===== config.mk =====
export PLATFORM = sky130hd
export DESIGN_NAME = stable_priority_queue_top_flat
export DESIGN_NICKNAME = d
export VERILOG_FILES = /design/src/rtl/core/spq_pkg.sv /design/src/rtl/core/spq_req_if.sv /design/src/rtl/core/spq_rsp_if.sv /design/src/rtl/core/spq_ctrl.sv /design/src/rtl/core/spq_dp.sv /design/src/rtl/core/stable_priority_queue_top.sv /design/src/flat_wrapper.sv
export SDC_FILE = /design/constraint.sdc
export NUM_CORES = 1
export LEC_CHECK = 0
export BUFFER_PORTS_ARGS = -buffer_cell sky130_fd_sc_hd__buf_2
export CAP_MARGIN = 20
export CORE_MARGIN = 4
export CORE_UTILIZATION = 40
export DETAILED_ROUTE_END_ITERATION = 10
export PLACE_DENSITY = 0.53
export SYNTH_ARGS = -nofsm -noshare
export SYNTH_HDL_FRONTEND = slang
export SYNTH_SLANG_ARGS = --single-unit
export TNS_END_PERCENT = 5

===== constraint.sdc =====
create_clock -name clk -period 12.85 [get_ports clk]
set_clock_uncertainty 0.2 [all_clocks]
set_input_delay 2.57 -clock clk [delete_from_list [all_inputs] [get_ports clk]]
set_output_delay 2.57 -clock clk [all_outputs]
set_load 0.03 [all_outputs]

===== src/rtl/core/spq_pkg.sv =====
// shared types and codes for the stable priority queue
package spq_pkg;

    localparam int STATUS_BITS = 2;

    typedef enum logic [STATUS_BITS-1:0] {
        STATUS_OK    = 2'd0,
        STATUS_EMPTY = 2'd1,
        STATUS_FULL  = 2'd2
    } spq_status_t;

    typedef enum logic {
        OP_INSERT = 1'b0,
        OP_REMOVE = 1'b1
    } spq_op_t;

    typedef enum logic {
        S_IDLE,
        S_EXEC
    } spq_state_t;

    typedef struct packed {
        logic load;
        logic exec;
    } spq_cmd_t;

endpackage


===== src/rtl/core/spq_req_if.sv =====
// request channel: insert or remove beat
interface spq_req_if #(
    parameter int URGENCY_BITS = 8,
    parameter int PAYLOAD_BITS = 16
);
    logic                    valid;
    logic                    ready;
    logic                    opcode;
    logic [URGENCY_BITS-1:0] urgency;
    logic [PAYLOAD_BITS-1:0] payload;

    modport source (output valid, output opcode, output urgency, output payload, input ready);
    modport sink   (input valid, input opcode, input urgency, input payload, output ready);
endinterface


===== src/rtl/core/spq_rsp_if.sv =====
// response channel: status, removed entry and occupancy
interface spq_rsp_if #(
    parameter int URGENCY_BITS = 8,
    parameter int PAYLOAD_BITS = 16,
    parameter int COUNT_BITS   = 5
);
    logic                               valid;
    logic                               ready;
    logic [spq_pkg::STATUS_BITS-1:0]    status;
    logic [URGENCY_BITS-1:0]            out_urgency;
    logic [PAYLOAD_BITS-1:0]            out_payload;
    logic [COUNT_BITS-1:0]              occupancy;

    modport source (output valid, output status, output out_urgency, output out_payload,
                    output occupancy, input ready);
    modport sink   (input valid, input status, input out_urgency, input out_payload,
                    input occupancy, output ready);
endinterface


===== src/rtl/core/spq_ctrl.sv =====
// controller: accept, execute and response handshake sequencing
module spq_ctrl (
    input  logic              clk,
    input  logic              rst_n,
    input  logic              in_valid,
    output logic              in_ready,
    output logic              out_valid,
    input  logic              out_ready,
    output spq_pkg::spq_cmd_t cmd
);
    import spq_pkg::*;

    spq_state_t state_reg;
    spq_state_t state_next;
    logic       out_valid_reg;
    logic       out_valid_next;

    // next state
    always_comb
    begin
        state_next = state_reg;
        case (state_reg)
            S_IDLE:
            begin
                if (in_valid)
                begin
                    state_next = S_EXEC;
                end
            end
            S_EXEC:
            begin
                if (!out_valid_reg || out_ready)
                begin
                    state_next = S_IDLE;
                end
            end
            default:
            begin
                state_next = S_IDLE;
            end
        endcase
    end

    // outputs
    always_comb
    begin
        in_ready = 1'b0;
        cmd      = '0;
        case (state_reg)
            S_IDLE:
            begin
                in_ready = 1'b1;
                cmd.load = in_valid;
            end
            S_EXEC:
            begin
                // result register must be free or draining this cycle
                cmd.exec = !out_valid_reg || out_ready;
            end
            default:
            begin
                in_ready = 1'b0;
                cmd      = '0;
            end
        endcase
    end

    always_comb
    begin
        if (cmd.exec)
        begin
            out_valid_next = 1'b1;
        end
        else if (out_ready)
        begin
            out_valid_next = 1'b0;
        end
        else
        begin
            out_valid_next = out_valid_reg;
        end
    end

    always_ff @(posedge clk or negedge rst_n)
    begin
        if (!rst_n)
        begin
            state_reg     <= S_IDLE;
            out_valid_reg <= 1'b0;
        end
        else
        begin
            state_reg     <= state_next;
            out_valid_reg <= out_valid_next;
        end
    end

    assign out_valid = out_valid_reg;

    a_exec_no_overwrite: assert property (@(posedge clk) disable iff (!rst_n)
        cmd.exec |-> (!out_valid_reg || out_ready))
        else $error("result overwritten before taken");

    a_load_exec_exclusive: assert property (@(posedge clk) disable iff (!rst_n)
        !(cmd.load && cmd.exec))
        else $error("load and execute in the same cycle");

    a_exec_gives_result: assert property (@(posedge clk) disable iff (!rst_n)
        cmd.exec |=> out_valid_reg)
        else $error("execute did not raise result valid");

    a_load_then_exec_state: assert property (@(posedge clk) disable iff (!rst_n)
        cmd.load |=> (state_reg == S_EXEC))
        else $error("accepted beat not followed by execute state");

endmodule


===== src/rtl/core/spq_dp.sv =====
// datapath: sorted slot row, occupancy counter and result register
module spq_dp #(
    parameter int DEPTH        = 16,
    parameter int URGENCY_BITS = 8,
    parameter int PAYLOAD_BITS = 16
) (
    input  logic                                 clk,
    input  logic                                 rst_n,
    input  spq_pkg::spq_cmd_t                    cmd,
    input  logic                                 opcode,
    input  logic [URGENCY_BITS-1:0]              urgency,
    input  logic [PAYLOAD_BITS-1:0]              payload,
    output logic [spq_pkg::STATUS_BITS-1:0]      status,
    output logic [URGENCY_BITS-1:0]              out_urgency,
    output logic [PAYLOAD_BITS-1:0]              out_payload,
    output logic [$clog2(DEPTH+1)-1:0]           occupancy
);
    import spq_pkg::*;

    localparam int COUNT_BITS = $clog2(DEPTH + 1);

    // latched request
    logic                    op_reg;
    logic [URGENCY_BITS-1:0] urg_reg;
    logic [PAYLOAD_BITS-1:0] pay_reg;

    logic [URGENCY_BITS-1:0] slot_u_reg  [DEPTH];
    logic [URGENCY_BITS-1:0] slot_u_next [DEPTH];
    logic [PAYLOAD_BITS-1:0] slot_p_reg  [DEPTH];
    logic [PAYLOAD_BITS-1:0] slot_p_next [DEPTH];
    logic [COUNT_BITS-1:0]   count_reg;
    logic [COUNT_BITS-1:0]   count_next;

    spq_status_t             status_reg;
    spq_status_t             status_next;
    logic [URGENCY_BITS-1:0] out_u_reg;
    logic [URGENCY_BITS-1:0] out_u_next;
    logic [PAYLOAD_BITS-1:0] out_p_reg;
    logic [PAYLOAD_BITS-1:0] out_p_next;
    logic [COUNT_BITS-1:0]   occ_reg;

    logic is_remove;
    logic full;
    logic empty;
    logic do_ins;
    logic do_rem;

    // per slot: stored entry stays ahead of the new one
    logic [DEPTH-1:0] ge;
    logic [DEPTH-1:0] prev_ge;

    assign is_remove = (op_reg == OP_REMOVE);
    assign full      = (count_reg == COUNT_BITS'(DEPTH));
    assign empty     = (count_reg == '0);
    assign do_ins    = cmd.exec && !is_remove && !full;
    assign do_rem    = cmd.exec && is_remove && !empty;

    for (genvar g = 0; g < DEPTH; g++)
    begin : g_cell
        logic [URGENCY_BITS-1:0] above_u;
        logic [PAYLOAD_BITS-1:0] above_p;
        logic [URGENCY_BITS-1:0] below_u;
        logic [PAYLOAD_BITS-1:0] below_p;

        assign ge[g] = (COUNT_BITS'(g) < count_reg) && (slot_u_reg[g] >= urg_reg);

        if (g == 0)
        begin : g_head
            assign prev_ge[g] = 1'b1;
            assign above_u    = urg_reg;
            assign above_p    = pay_reg;
        end
        else
        begin : g_body
            assign prev_ge[g] = ge[g-1];
            assign above_u    = slot_u_reg[g-1];
            assign above_p    = slot_p_reg[g-1];
        end

        if (g == DEPTH - 1)
        begin : g_tail
            assign below_u = slot_u_reg[g];
            assign below_p = slot_p_reg[g];
        end
        else
        begin : g_inner
            assign below_u = slot_u_reg[g+1];
            assign below_p = slot_p_reg[g+1];
        end

        always_comb
        begin
            if (do_rem)
            begin
                slot_u_next[g] = below_u;
                slot_p_next[g] = below_p;
            end
            else if (ge[g])
            begin
                slot_u_next[g] = slot_u_reg[g];
                slot_p_next[g] = slot_p_reg[g];
            end
            else if (prev_ge[g])
            begin
                // insertion point: first slot not ahead of the new entry
                slot_u_next[g] = urg_reg;
                slot_p_next[g] = pay_reg;
            end
            else
            begin
                slot_u_next[g] = above_u;
                slot_p_next[g] = above_p;
            end
        end
    end

    always_comb
    begin
        count_next  = count_reg;
        status_next = STATUS_OK;
        out_u_next  = '0;
        out_p_next  = '0;
        if (is_remove)
        begin
            if (empty)
            begin
                status_next = STATUS_EMPTY;
            end
            else
            begin
                out_u_next = slot_u_reg[0];
                out_p_next = slot_p_reg[0];
                count_next = count_reg - COUNT_BITS'(1);
            end
        end
        else
        begin
            if (full)
            begin
                status_next = STATUS_FULL;
            end
            else
            begin
                count_next = count_reg + COUNT_BITS'(1);
            end
        end
    end

    always_ff @(posedge clk)
    begin
        if (cmd.load)
        begin
            op_reg  <= opcode;
            urg_reg <= urgency;
            pay_reg <= payload;
        end
        if (do_ins || do_rem)
        begin
            slot_u_reg <= slot_u_next;
            slot_p_reg <= slot_p_next;
        end
        if (cmd.exec)
        begin
            status_reg <= status_next;
            out_u_reg  <= out_u_next;
            out_p_reg  <= out_p_next;
            occ_reg    <= count_next;
        end
    end

    always_ff @(posedge clk or negedge rst_n)
    begin
        if (!rst_n)
        begin
            count_reg <= '0;
        end
        else if (cmd.exec)
        begin
            count_reg <= count_next;
        end
    end

    assign status      = status_reg;
    assign out_urgency = out_u_reg;
    assign out_payload = out_p_reg;
    assign occupancy   = occ_reg;

    a_count_bound: assert property (@(posedge clk) disable iff (!rst_n)
        count_reg <= COUNT_BITS'(DEPTH))
        else $error("occupancy above depth");

    a_remove_decrements: assert property (@(posedge clk) disable iff (!rst_n)
        do_rem |=> (count_reg == $past(count_reg) - COUNT_BITS'(1)))
        else $error("remove did not decrement occupancy");

    a_insert_increments: assert property (@(posedge clk) disable iff (!rst_n)
        do_ins |=> (count_reg == $past(count_reg) + COUNT_BITS'(1)))
        else $error("insert did not increment occupancy");

    a_ge_monotone: assert property (@(posedge clk) disable iff (!rst_n)
        cmd.exec |-> ((ge & ~prev_ge) == '0))
        else $error("slot row out of order");

endmodule


===== src/rtl/core/stable_priority_queue_top.sv =====
// Stable priority queue of DEPTH entries kept sorted by urgency, most urgent at the head and
// equal urgencies in arrival order. Each request beat (insert or remove) is first captured; an
// execute state then compares every slot against the new urgency in parallel and shifts the
// slot row by one place. The next request beat is taken the cycle after execution, so the
// capture/execute controller takes no new beat while one is still executing. The response sits
// in an output register, so a new request is
// accepted while an earlier response still waits; execution waits only when that register is
// still full. Remove on an empty queue returns status empty, insert on a full queue returns
// status full and drops the entry; removed fields read zero on every other response. Stored
// slots have no reset and only slots below the occupancy are ever used.
module stable_priority_queue_top #(
    parameter int DEPTH        = 16,
    parameter int URGENCY_BITS = 8,
    parameter int PAYLOAD_BITS = 16
) (
    input  logic      clk,
    input  logic      rst_n,
    spq_req_if.sink   req,
    spq_rsp_if.source rsp
);
    import spq_pkg::*;

    spq_cmd_t cmd;

    spq_ctrl u_ctrl (
        .clk       (clk),
        .rst_n     (rst_n),
        .in_valid  (req.valid),
        .in_ready  (req.ready),
        .out_valid (rsp.valid),
        .out_ready (rsp.ready),
        .cmd       (cmd)
    );

    spq_dp #(
        .DEPTH        (DEPTH),
        .URGENCY_BITS (URGENCY_BITS),
        .PAYLOAD_BITS (PAYLOAD_BITS)
    ) u_dp (
        .clk         (clk),
        .rst_n       (rst_n),
        .cmd         (cmd),
        .opcode      (req.opcode),
        .urgency     (req.urgency),
        .payload     (req.payload),
        .status      (rsp.status),
        .out_urgency (rsp.out_urgency),
        .out_payload (rsp.out_payload),
        .occupancy   (rsp.occupancy)
    );

endmodule

===== src/flat_wrapper.sv =====
// flat-port wrapper written by rule: the top's interface ports become plain ports
module stable_priority_queue_top_flat import spq_pkg::*;
#(
    parameter int DEPTH        = 16,
    parameter int URGENCY_BITS = 8,
    parameter int PAYLOAD_BITS = 16
)
  (clk, rst_n, req_valid, req_opcode, req_urgency, req_payload, req_ready, rsp_valid, rsp_status, rsp_out_urgency, rsp_out_payload, rsp_occupancy, rsp_ready);
  spq_req_if #(.URGENCY_BITS(URGENCY_BITS), .PAYLOAD_BITS(PAYLOAD_BITS)) req_i ();
  spq_rsp_if #(.URGENCY_BITS(URGENCY_BITS), .PAYLOAD_BITS(PAYLOAD_BITS)) rsp_i ();
  input  logic clk;
  input  logic rst_n;
  input wire logic [$bits(req_i.valid)-1:0] req_valid;
  input wire logic [$bits(req_i.opcode)-1:0] req_opcode;
  input wire logic [$bits(req_i.urgency)-1:0] req_urgency;
  input wire logic [$bits(req_i.payload)-1:0] req_payload;
  output wire logic [$bits(req_i.ready)-1:0] req_ready;
  output wire logic [$bits(rsp_i.valid)-1:0] rsp_valid;
  output wire logic [$bits(rsp_i.status)-1:0] rsp_status;
  output wire logic [$bits(rsp_i.out_urgency)-1:0] rsp_out_urgency;
  output wire logic [$bits(rsp_i.out_payload)-1:0] rsp_out_payload;
  output wire logic [$bits(rsp_i.occupancy)-1:0] rsp_occupancy;
  input wire logic [$bits(rsp_i.ready)-1:0] rsp_ready;
  assign req_i.valid = req_valid;
  assign req_i.opcode = req_opcode;
  assign req_i.urgency = req_urgency;
  assign req_i.payload = req_payload;
  assign req_ready = req_i.ready;
  assign rsp_valid = rsp_i.valid;
  assign rsp_status = rsp_i.status;
  assign rsp_out_urgency = rsp_i.out_urgency;
  assign rsp_out_payload = rsp_i.out_payload;
  assign rsp_occupancy = rsp_i.occupancy;
  assign rsp_i.ready = rsp_ready;
  stable_priority_queue_top #(.DEPTH(DEPTH), .URGENCY_BITS(URGENCY_BITS), .PAYLOAD_BITS(PAYLOAD_BITS)) u_core (.clk(clk), .rst_n(rst_n), .req(req_i), .rsp(rsp_i));
endmodule

# After elaboration in Yosys (flattened, before gate mapping)

Cells that the tools add are included.

Output and inout port bits: 33
Word-level logic and storage cells: 245
Register bits after elaboration: 447

Bitwise logic cells: 4
Order comparisons: 32
Equality and inequality tests: 16
Mux-type cells: 104
Reductions and logical operators: 45
Add/subtract/negate cells: 2

Operator list:

| operator                                          | count |
|---|---|
| 2-to-1 mux 16 bit                                 | 45 |
| 2-to-1 mux 8 bit                                  | 45 |
| >= comparator 8 bit                               | 16 |
| < comparator 4 x 5 -> 1 bit, first input constant | 8 |
| != test 2 bit, second input constant              | 15 |
| AND reduction 2 bit                               | 15 |
| logical AND 1 bit                                 | 20 |
| < comparator 3 x 5 -> 1 bit, first input constant | 4 |
| 2-to-1 mux 5 bit                                  | 3 |
| < comparator 1 x 5 -> 1 bit, first input constant | 2 |
| < comparator 2 x 5 -> 1 bit, first input constant | 2 |
| 2-to-1 mux 1 bit                                  | 8 |
| adder 5 x 1 -> 5 bit, second input constant       | 1 |
| == test 5 bit, second input constant              | 1 |
| zero test 5 bit                                   | 1 |
| subtractor 5 x 1 -> 5 bit, second input constant  | 1 |
| zero test 1 bit                                   | 4 |
| 2-to-1 mux 2 bit                                  | 2 |
| NOT 1 bit                                         | 4 |
| AND reduction 3 bit                               | 1 |
| logical OR 1 bit                                  | 2 |
| case mux 1 bit (2 select lines)                   | 1 |
| nonzero test 2 bit                                | 1 |
| OR reduction 2 bit                                | 1 |

# Longest topological paths before layout

Depth after elaboration: 7
Depth in mapped cells: 12
Mapped depth without buffers: 7

# By module

A second synthesis with hierarchy kept.

Cell total of the unflattened synthesis: 2167
Area, all modules: 24876.4 um^2

By module, submodules not included:

| module   | sequential area each (um^2) | cells an instance | area an instance (um^2) | instances |
|---|---|---|---|---|
| spq_dp   | 13337.8                     | 2158              | 24775.0                 | 1 |
| spq_ctrl | 50.0                        | 9                 | 101.3                   | 1 |

# Worst setup path before layout

Ideal clock, no wire load.

Path type: input to register
From: input port rsp_ready
To: register u_core.u_dp.slot_p_reg, in the netlist u_core.u_dp.g_cell[0].below_p[0] (enable)
Library setup time: 0.438 ns
Slack: 6.641 ns
Arrival time: 5.571 ns
Stages: 6
Path through: nand2b_1 nand2_1 clkinv_1 nand3_1 clkbuf_1 o21ai_0

RTL lines:

| element              | line               | source |
|---|---|---|
| from (decl)          | flat_wrapper.sv:23 | `input wire logic [$bits(rsp_i.ready)-1:0] rsp_ready;` |
| to (signal assigned) | spq_dp.sv:160      | `slot_p_reg <= slot_p_next;` |
| to (decl)            | spq_dp.sv:29       | `logic [PAYLOAD_BITS-1:0] slot_p_reg [DEPTH];` |

==> impl_metrics.csv <==
group,metric,value,unit
clocking,tritoncts,"built",
worst_setup_path,cp_slowest_cell,"buf_4",
final_layout,drive_gt1_share,12.6,%
worst_setup_path,rr_worst_depth,9,
grt,grt_pass1_vias,19100,
grt,gr-total-overflow,0,
final_layout,final_cells,3003,
worst_setup_path,cp_max_fo,89,
status,status,"finished clean",
power,leakagePower,10.7,nW
place,place_inst,2909,
worst_setup_path,timing.rr.start,"u_core.u_dp.count_reg[1]$_DFFE_PN0P_",
worst_setup_path,start_kind,"input port",
synthesis,async_reset_ff_share,1.57,%
final_layout,nFillCells,5726,
final_layout,diodes,0,
clocking,cts_buffer_depth,3,
timing,fin_setup_tns,0,ps
timing,worstMarginPinSlew,1150,ps
floorplanning,dieArea,0.0661,sq mm
clocking,cts.htree.levels,2,
worst_setup_path,critPathTopFamily,"buffers and inverters",
drt,routedWlPerCell,27.7,um
clocking,cts_hold_buf,0,
synthesis,synth_ff_type,"edfxtp_1",
place,routabilityCongestion,0.837,
worst_setup_path,cp_common_cell,"buf_4",
worst_setup_path,required,12990,ps
place,hpwl,55.6,mm
worst_setup_path,reg2reg_to,"u_core.u_dp.g_cell[11].above_u[0]$_DFFE_PP_",
timing,min_period,5680,ps
grt,antenna_found_initial,1,
power,vdd_drop_max,0.000168,V
drt,drt-total-wl,83.1,mm
floorplanning,die_w,257,um
worst_setup_path,cp_cell_sequence,"buf_2 > nand2b_1 > nand2_1 > clkinv_1 > and2_4 > buf_4 > buf_4 > a211oi_1 > a221o_1",
clocking,clk_latency,610,ps
grt,grt_pass1_wl,124,mm
drt,via_per_inst,6.46,
clocking,clock_sinks,447,
timing,max_slew_margin,23.3,%
drt,drt-initial-drc-count,2112,
synthesis,syn_nets,2319,
floorplanning,core_area,0.0616,sq mm
grt,grt_usage,24.1,%
worst_setup_path,crit_arrival,5820,ps
worst_setup_path,critPathMaxStageDelay,850,ps
worst_hold_path,hold_end,"u_core.u_dp.out_payload[5]$_SDFFCE_PP0P_",
grt,grt_max_degree,103,
worst_setup_path,worst-path-buf-inv,4,
synthesis,syn_inst,2158,
drt,drtPass1Iterations,6,
synthesis,synth_edf_count,440,
clocking,cts_resized,0,
floorplanning,initial_core_util,40.3,%
floorplanning,rows,91,
timing,setup_violations,0,
worst_hold_path,hold_start,"u_core.u_dp.g_cell[1].above_p[5]$_DFFE_PP_",
drt,ant_nets,0,
synthesis,yosysWarningCount,0,
synthesis,synth_area_per_cell,11.5,sq um
floorplanning,pin_count,62,
final_layout,syn_to_final_growth,10.8,%
worst_setup_path,critPathCaptureType,"register",
timing,rsz0062_at_grt,"no",
place,port-buffer-count,61,
timing,finalCritPeriodShare,44.2,%
final_layout,largest_reg_flops,208,
power,p_per_area,336,mW/mm^2
timing,hold_viol_final,0,
clocking,post_cts_buffers,0,
clocking,cts.reportedPaths.clkPinSlew,60,ps
worst_hold_path,hold_depth,1,
drt,drc,0,
synthesis,syn-cell-area,0.0248,sq mm
synthesis,synth-seq-cells,447,
clocking,cts_buffers,51,
worst_setup_path,critPathKind,"in2reg",
worst_setup_path,crit_start,"rsp_ready",
worst_hold_path,hp-class,"reg2reg",
final_layout,nNetsFinal,2289,
timing,slew_viol_final,0,
synthesis,ys_seq_area_share,53.9,%
worst_setup_path,r2r_slack,8090,ps
drt,num_vias,19400,
synthesis,yosysUniqueCellTypes,52,
floorplanning,die_y,257,um
clocking,cts-root-buf,"clkbuf_16",
timing,clock.fmax,0.176,GHz
flow_run,cap_violations,0,
layer usage:
| layer | part of all wire, % | wire length [um] | global-route usage (%) | vias to the layer above |
|---|---|---|---|---|
| met3 | 7.7 | 6410 | 4.87 | 168 |
| li1 | - | - | - | 8488 |
| met1 | 42 | 34700 | 32.7 | 9833 |
| met5 | 0 | 0 | 0 | - |
| met4 | 4.0 | 3330 | 9.37 | 0 |
| met2 | 46 | 38600 | 38.4 | 905 |
Yosys cell counts, drive strengths merged, types with 25 or more instances:
library cell | n | share of area [%]
mux2 | 26 | 1.2
nand2 | 321 | 4.9
edfxtp | 440 | 53
inv | 29 | 0.44
a21oi | 311 | 6.3
ha | 132 | 6.7
and3 | 25 | 0.63
o21ai | 38 | 0.77
a21o | 42 | 1.3
and2 | 69 | 1.7
buf | 112 | 2.7
a221o | 336 | 14
clkbuf | 122 | 1.8
logic make-up after synthesis:
logic type	count (synthesis)	share of synthesized area [%]
AO/OA/AOI/OAI	810	24.6
AND/OR/NAND/NOR	475	8.54
flip-flops	447	53.9
buffers and inverters	264	4.98
adder cells (fa/ha/maj)	132	6.65
multiplexers	26	1.18
XOR/XNOR	4	0.141
placed cells by master, fill, tap and decap left out, types with 7 or more instances in the layout:
master | netlist | layout
ha_1 | 132 | 132
clkinv_2 | 0 | 8
dfrtp_1 | 7 | 7
clkbuf_1 | 122 | 12
a211o_1 | 13 | 13
o21ai_2 | 0 | 15
a221oi_1 | 14 | 14
a21oi_1 | 311 | 310
clkbuf_16 | 0 | 54
and2_1 | 67 | 66
nand2_1 | 321 | 321
a31oi_1 | 14 | 14
nand3_1 | 7 | 7
inv_1 | 29 | 29
buf_4 | 14 | 87
bufinv_16 | 0 | 7
o21ai_0 | 23 | 9
a21o_1 | 42 | 42
and3_1 | 25 | 25
a221o_1 | 336 | 336
o2111ai_1 | 13 | 13
mux2_2 | 26 | 26
nor2_1 | 19 | 19
clkinv_1 | 1 | 10
nand2b_1 | 22 | 22
a211oi_1 | 13 | 13
o21ai_1 | 15 | 14
buf_2 | 76 | 61
edfxtp_1 | 440 | 440
how the worst max path moves through the flow:
stage | endpoint | slack (ps) | depth (start not counted)
floorplan | u_core.u_dp.g_cell[0].below_p[0]$_DFFE_PP_ | 6640 | 6
global placement | u_core.u_dp.g_cell[10].above_u[0]$_DFFE_PP_ | 6610 | 9
detailed placement | u_core.u_dp.g_cell[11].above_u[0]$_DFFE_PP_ | 6630 | 9
CTS | u_core.u_dp.g_cell[11].above_u[0]$_DFFE_PP_ | 7240 | 9
global route | u_core.u_dp.g_cell[11].above_u[0]$_DFFE_PP_ | 6960 | 9
finish | u_core.u_dp.g_cell[11].above_u[0]$_DFFE_PP_ | 7170 | 9
power breakdown:
group	switching, W	internal, W	total, W	leakage (nW)
registers	0.000651	0.00284	0.00349	4.25
logic	0.00260	0.00164	0.00425	5.63
clock network	0.000614	0.000889	0.00150	0.812
total	0.00387	0.00538	0.00924	10.7
worst reg2reg max path, delay by kind of cell (launching register included):
family	cells	cell delay (ps)
and+or+nand+nor	1	510
buffers and inverters	4	2300
DFF	1	560
adders and majority gates	1	300
AOI/OAI and AO/OA	3	620
stage by stage:
| stage | total power, W | area (sq um) | setup WS, ps | util, % | hold slack (ps) |
|---|---|---|---|---|---|
| after floorplan | 0.00622 | 24800 | 6640 | - | 320 |
| after global placement | 0.00757 | 25800 | 6610 | 41.9 | 333 |
| after detailed placement | 0.00767 | 25800 | 6630 | 41.9 | 342 |
| after CTS | 0.00919 | 27500 | 7240 | 44.6 | 356 |
| after global routing | 0.00975 | 27500 | 6960 | 44.7 | 366 |
| final | 0.00924 | 27500 | 7170 | 44.7 | 352 |
layout make-up:
cell class	count	area [sq um]	area share, %
sequential	447	13400	48.7
multi-input combinational	1447	10300	37.4
clock buffer	65	1370	4.98
tap	837	1050	3.81
timing repair buffer	151	1010	3.68
clock inverter	26	299	1.09
inverter	30	113	0.409
Power figures use the tool's default switching activity.
